==> src/design/inet_csum_pkg.sv <==
package inet_csum_pkg;

    typedef logic [15:0] word_t;
    typedef logic [7:0]  byte_t;

    localparam int unsigned CFG_DATA_W = 32;
    localparam byte_t       PROTO_RESET = 8'd6;

    typedef enum logic [1:0] {
        CFG_MODE  = 2'd0,
        CFG_SRC   = 2'd1,
        CFG_DST   = 2'd2,
        CFG_PROTO = 2'd3
    } cfg_index_t;

    // One's complement add of two words, end-around carry.
    function automatic word_t csum_add2(input word_t a, input word_t b);
        logic [16:0] s;
        s = {1'b0, a} + {1'b0, b};
        return s[15:0] + {15'd0, s[16]};
    endfunction

    // One's complement add of three words, folded twice.
    function automatic word_t csum_add3(input word_t a, input word_t b, input word_t c);
        logic [17:0] s;
        logic [16:0] f;
        s = {2'd0, a} + {2'd0, b} + {2'd0, c};
        f = {1'b0, s[15:0]} + {15'd0, s[17:16]};
        return f[15:0] + {15'd0, f[16]};
    endfunction

    // One's complement add of five words, folded twice.
    function automatic word_t csum_add5(input word_t a, input word_t b, input word_t c,
                                        input word_t d, input word_t e);
        logic [18:0] s;
        logic [16:0] f;
        s = {3'd0, a} + {3'd0, b} + {3'd0, c} + {3'd0, d} + {3'd0, e};
        f = {1'b0, s[15:0]} + {14'd0, s[18:16]};
        return f[15:0] + {15'd0, f[16]};
    endfunction

endpackage

==> src/design/internet_checksum_stream_top.sv <==
// Channel   | Dir | Handshake           | Payload
// ----------+-----+---------------------+-----------------------------------------
// s_ input  | in  | s_tvalid / s_tready | s_tdata[7:0] = data_byte, s_tlast = last_byte
// m_ result | out | m_tvalid / m_tready | m_tdata[15:0] = checksum_value
// cfg write | in  | cfg_wr_en           | cfg_index[1:0], cfg_wdata[31:0]
//
// One byte item is taken per cycle while s_tready is high; the running sum loop is a
// single 16-bit end-around add. A result goes from its last byte through one finish
// stage (pseudo-header base and length added in that mode), then the output register.
// Reset (aresetn low at a clock edge) clears packet state, drops pending results
// and restores register defaults (protocol 6, everything else 0).
// A stalled result only blocks input once the finish stage is also full.
module internet_checksum_stream_top
    import inet_csum_pkg::*;
(
    input  logic                  aclk,
    input  logic                  aresetn,

    input  logic                  s_tvalid,
    output logic                  s_tready,
    input  logic [7:0]            s_tdata,   // [7:0] data_byte
    input  logic                  s_tlast,   // last_byte

    output logic                  m_tvalid,
    input  logic                  m_tready,
    output logic [15:0]           m_tdata,   // [15:0] checksum_value

    input  logic                  cfg_wr_en,
    input  logic [1:0]            cfg_index,
    input  logic [CFG_DATA_W-1:0] cfg_wdata
);

    // Configuration registers and the precomputed pseudo-header base
    logic        mode_reg,  mode_next;
    logic [31:0] src_reg,   src_next;
    logic [31:0] dst_reg,   dst_next;
    byte_t       proto_reg, proto_next;
    word_t       pbase_reg, pbase_next;

    // Packet accumulation state
    word_t       running_sum_reg;
    logic        odd_phase_reg;
    byte_t       held_high_byte_reg;
    word_t       byte_count_reg;

    // Finish stage
    logic        fin_valid_reg;
    word_t       fin_sum_reg;
    word_t       fin_count_reg;

    // Output register
    logic        out_valid_reg;
    word_t       out_data_reg;

    logic        s_accept;
    logic        out_free;
    logic        fin_free;
    logic        add_en;
    word_t       word_in;
    word_t       sum_next;
    word_t       count_next;
    word_t       fin_result;

    // Next register values, so the base tracks a write at the same edge.
    always_comb begin
        mode_next  = mode_reg;
        src_next   = src_reg;
        dst_next   = dst_reg;
        proto_next = proto_reg;
        if (cfg_wr_en) begin
            case (cfg_index_t'(cfg_index))
                CFG_MODE:  mode_next  = cfg_wdata[0];
                CFG_SRC:   src_next   = cfg_wdata[31:0];
                CFG_DST:   dst_next   = cfg_wdata[31:0];
                CFG_PROTO: proto_next = cfg_wdata[7:0];
                default:   mode_next  = mode_reg;
            endcase
        end
        pbase_next = csum_add5(src_next[31:16], src_next[15:0],
                               dst_next[31:16], dst_next[15:0],
                               {8'd0, proto_next});
    end

    always_ff @(posedge aclk) begin
        if (!aresetn) begin
            mode_reg  <= 1'b0;
            src_reg   <= '0;
            dst_reg   <= '0;
            proto_reg <= PROTO_RESET;
            pbase_reg <= {8'd0, PROTO_RESET};
        end else begin
            mode_reg  <= mode_next;
            src_reg   <= src_next;
            dst_reg   <= dst_next;
            proto_reg <= proto_next;
            pbase_reg <= pbase_next;
        end
    end

    // Handshake: advance the finish stage whenever the output register can take it
    assign out_free = !out_valid_reg || m_tready;
    assign fin_free = !fin_valid_reg || out_free;
    assign s_tready = fin_free;
    assign s_accept = s_tvalid && s_tready;

    // Pair bytes big-endian; a lone last byte goes in as the high byte.
    assign add_en     = odd_phase_reg || s_tlast;
    assign word_in    = odd_phase_reg ? {held_high_byte_reg, s_tdata} : {s_tdata, 8'h00};
    assign sum_next   = add_en ? csum_add2(running_sum_reg, word_in) : running_sum_reg;
    assign count_next = byte_count_reg + 16'd1;

    always_ff @(posedge aclk) begin
        if (!aresetn) begin
            running_sum_reg    <= '0;
            odd_phase_reg      <= 1'b0;
            held_high_byte_reg <= '0;
            byte_count_reg     <= '0;
        end else if (s_accept) begin
            if (s_tlast) begin
                // Packet done: clear for the next one
                running_sum_reg    <= '0;
                odd_phase_reg      <= 1'b0;
                held_high_byte_reg <= '0;
                byte_count_reg     <= '0;
            end else begin
                running_sum_reg    <= sum_next;
                odd_phase_reg      <= !odd_phase_reg;
                held_high_byte_reg <= odd_phase_reg ? 8'h00 : s_tdata;
                byte_count_reg     <= count_next;
            end
        end
    end

    // Finish stage: hold the packet sum and length until the output takes them
    always_ff @(posedge aclk) begin
        if (!aresetn) begin
            fin_valid_reg <= 1'b0;
        end else if (fin_free) begin
            fin_valid_reg <= s_accept && s_tlast;
        end
    end

    always_ff @(posedge aclk) begin
        if (fin_free && s_accept && s_tlast) begin
            fin_sum_reg   <= sum_next;
            fin_count_reg <= count_next;
        end
    end

    // Pseudo-header mode folds in addresses, protocol and length.
    assign fin_result = mode_reg ? ~csum_add3(fin_sum_reg, pbase_reg, fin_count_reg)
                                 : ~fin_sum_reg;

    always_ff @(posedge aclk) begin
        if (!aresetn) begin
            out_valid_reg <= 1'b0;
        end else if (out_free) begin
            out_valid_reg <= fin_valid_reg;
        end
    end

    always_ff @(posedge aclk) begin
        if (out_free && fin_valid_reg) begin
            out_data_reg <= fin_result;
        end
    end

    assign m_tvalid = out_valid_reg;
    assign m_tdata  = out_data_reg;

    // A last byte always lands in the finish stage and clears the packet state.
    a_last_to_fin: assert property (@(posedge aclk) disable iff (!aresetn)
        (s_accept && s_tlast) |=> fin_valid_reg)
        else $error("last item did not reach finish stage");

    a_last_clears: assert property (@(posedge aclk) disable iff (!aresetn)
        (s_accept && s_tlast) |=>
            (running_sum_reg == 16'd0 && !odd_phase_reg && byte_count_reg == 16'd0))
        else $error("packet state not cleared after last item");

    a_held_clear: assert property (@(posedge aclk) disable iff (!aresetn)
        !odd_phase_reg |-> held_high_byte_reg == 8'h00)
        else $error("held byte set outside odd phase");

    a_fin_moves: assert property (@(posedge aclk) disable iff (!aresetn)
        (fin_valid_reg && out_free) |=> out_valid_reg)
        else $error("finished result lost between stages");

    a_odd_count: assert property (@(posedge aclk) disable iff (!aresetn)
        odd_phase_reg |-> byte_count_reg[0])
        else $error("odd phase disagrees with byte count");

endmodule

==> config.mk <==
export PLATFORM = sky130hd
export DESIGN_NAME = internet_checksum_stream_top
export DESIGN_NICKNAME = d
export VERILOG_FILES = /design/src/design/inet_csum_pkg.sv /design/src/design/internet_checksum_stream_top.sv
export SDC_FILE = /design/constraint.sdc
export NUM_CORES = 1
export LEC_CHECK = 0
export BUFFER_PORTS_ARGS = -buffer_cell sky130_fd_sc_hd__clkbuf_2
export CORE_ASPECT_RATIO = 0.6
export CORE_MARGIN = 2
export CORE_UTILIZATION = 56
export CTS_CLUSTER_DIAMETER = 200
export DETAILED_ROUTE_END_ITERATION = 8
export HOLD_SLACK_MARGIN = 0.05
export PLACE_DENSITY = 0.86
export RECOVER_POWER = 25
export SETUP_SLACK_MARGIN = 0.05
export SYNTH_ARGS = -nofsm -noshare
export SYNTH_HDL_FRONTEND = slang
export SYNTH_SLANG_ARGS = --single-unit
==> constraint.sdc <==
create_clock -name aclk -period 9.7 [get_ports aclk]
set_input_delay 0.485 -clock aclk [delete_from_list [all_inputs] [get_ports aclk]]
set_output_delay 0.485 -clock aclk [all_outputs]
set_load 0.03 [all_outputs]
==> results.ini <==
[logic_synthesis]
ys_async_sr_fraction = 0
yosys.area.top_type = dfxtp_1
avgSynthCellArea_um2 = 9.418
yosys.area_share.simple = 0.1933
synth_xor_area_frac = 0.05280
ys_types = 88
seq_area_frac_synth = 0.3246
synthesis.area_um2 = 12580
synth_edf_count = 48
synth-compound-area-share = 0.1430
syn_nets = 1513
yosys.area_share.adder = 0.1643
synth_cells = 1336
synth_area_leaders = dfxtp_1, edfxtp_1, fa_1
synth_top_family_by_area = simple AND/OR/NAND/NOR gates
synth-seq-cells = 180
synth_mux_area_frac = 0.08363
ys.flop_type = dfxtp_1
yosys.area.top_type_share = 0.2100
yosysWarnings = 0

[timing]
whs_ns = 0.2924
worstMarginPinSlew_ns = 1.321
period_share = 0.9403
tns_ns = 0
finalSetupViolations = 0
timing.fmax_ghz = 0.1096
slew_violations = 0
fin_skew_ns = 0.01461
max_slew_margin = 0.1056
period_needed_ns = 9.121
hold_viol_final = 0
postLayoutSetupSlackWorst_ns = 0.5792

[clock_network]
cts_buffers = 17
clk_pin_slew_ns = 0.08
cts_root_buf = clkbuf_16
htreeDepth = 4
cts.path.max_buffers = 2
clk_latency_ns = 0.45
cts_tree = built
clock-sinks = 180

[finish]
register_area_um2 = 4084
drive_gt1_frac = 0.1298
fill_cells = 1772
stdcell_area_um2 = 13810
final_cell_mix = nor2_1, dfxtp_1, inv_1
instances_no_fill = 1688
multiInputGateArea_um2 = 8021
final_common_cell = nor2_1
syn2layout_area_growth_pct = 9.725
utilization = 0.6255
diodes = 0
finalNetCount = 1566

[placement]
dp_hpwl_um = 24480
post-place-ws_ns = 0.2305
dp_cells = 1656
place.gp.congestion = 0.9602
place.port_buffers = 65
place_area_um2 = 13200

[hold_path]
hold_path.class = in -> reg

[die]
die_x_um = 197.5
core_area_um2 = 22070
start_util = 0.5701
dieArea_um2 = 23720
num_io_pins = 66
num_rows = 42
die_h_um = 120.1

[status]
status = finished, final reports clean

[setup_path]
arrival_ns = 9.49
start_kind = input pin
slowest_delay_ns = 0.53
crit_top_cell = fa_1
critPathSlowestCell = a21boi_0
cp_max_fo = 14
required_ns = 10.07
critPathCaptureType = flop
crit_type = in -> reg

[drt]
drtAntennaViolNets = 0
wire_per_inst_um = 19.19
dr.pass1.iters = 8
drc = 0
wl_um = 32400
viasPerCell = 6.133
vias = 10350
first_iter_violations = 1118

[job]
maxCapViolations = 0

[grt]
track_usage = 0.2833
antenna_found_initial = 0
grt_pass1_wl_um = 52290
gr-total-overflow = 0
grt_pass1_vias = 9791
grt_max_degree = 68

[power_and_ir_drop]
leakagePower_nw = 6.000
power.density_nw_per_um2 = 208.2
ir_drop_v = 0.0001325
p_total_mw = 2.874

-- cells by family (layout without fill, tap and decap cells) --
kind of cell,count (synthesis),in the layout
and+or+nand+nor,465,465
buffers and inverters,126,192
adders and majority gates,130,130
DFF,180,180
xor gates and xnor gates,75,75
AOI/OAI and AO/OA,261,261
muxes,99,99
-- timing repair --
item | 4_1_cts | 5_1_grt
resized for setup | 0 | 2
setup endpoints to repair | 0 | 1
buffers inserted | 0 | 0
hold buffers | 0 | 0
-- synth_stat cells, types with 7 or more instances --
| library cell | number |
|---|---|
| a22oi_1 | 17 |
| a21oi_1 | 68 |
| nand3_1 | 43 |
| nor2b_1 | 11 |
| o211ai_1 | 11 |
| mux2i_1 | 50 |
| inv_1 | 78 |
| a21o_1 | 12 |
| nor2_1 | 135 |
| nand2_1 | 76 |
| mux2_2 | 49 |
| nor3_1 | 32 |
| edfxtp_1 | 48 |
| nand2b_1 | 9 |
| xnor2_1 | 43 |
| o21a_1 | 13 |
| or2_2 | 9 |
| xor2_1 | 31 |
| or3_1 | 11 |
| ha_1 | 70 |
| a31oi_1 | 10 |
| o21ai_0 | 47 |
| dfxtp_1 | 132 |
| a211oi_1 | 8 |
| and4_1 | 7 |
| nand3b_1 | 11 |
| fa_1 | 59 |
| and2_1 | 56 |
| and3_1 | 21 |
| clkbuf_1 | 40 |
| a211o_1 | 9 |
| nor3b_1 | 9 |
| nand4_1 | 8 |
-- critical path: cells and delay by family --
family,cells,cell delay (ns)
AOI/OAI and AO/OA,11,2.82
buffers and inverters,5,0.74
adders and majority gates,7,2.69
xor gates and xnor gates,1,0.21
and+or+nand+nor,10,2.17
muxes,1,0.40
-- routing by layer --
metal	part of all wire	up-vias	track usage
met3	0.11	51	0.08123
met1	0.47	4926	0.4311
met2	0.40	523	0.3902
li1	-	4853	-
met5	0	-	0
met4	0.015	0	0.07002
-- area by class of cell --
type / count / share of cell area
Timing Repair Buffer: 81 / 0.03190
Multi-Input combinational cell: 1030 / 0.5810
Inverter: 79 / 0.02148
Tap cell: 286 / 0.02592
Clock buffer: 17 / 0.03081
Sequential cell: 180 / 0.2958
Clock inverter: 15 / 0.01305
-- report_power, final --
| group | total [mW] | switching, mW | internal [mW] |
|---|---|---|---|
| logic | 1.32 | 0.830 | 0.488 |
| registers | 0.848 | 0.0311 | 0.817 |
| clock network | 0.708 | 0.358 | 0.350 |
| total | 2.87 | 1.22 | 1.66 |
-- path summary, 6_finish.rpt --
kind | start | cells past startpoint | endpoint | slack (ns)
worst max-delay path | cfg_index[0] | 35 | pbase_reg[12] | 0.58
worst min-delay path | s_tdata[4] | 3 | held_high_byte_reg[4] | 0.29
worst max register to register | src_reg[1] | 33 | pbase_reg[12] | 0.96
worst min register to register | held_high_byte_reg[0] | 2 | held_high_byte_reg[0] | 0.45
(Power assumes the default switching activity.)
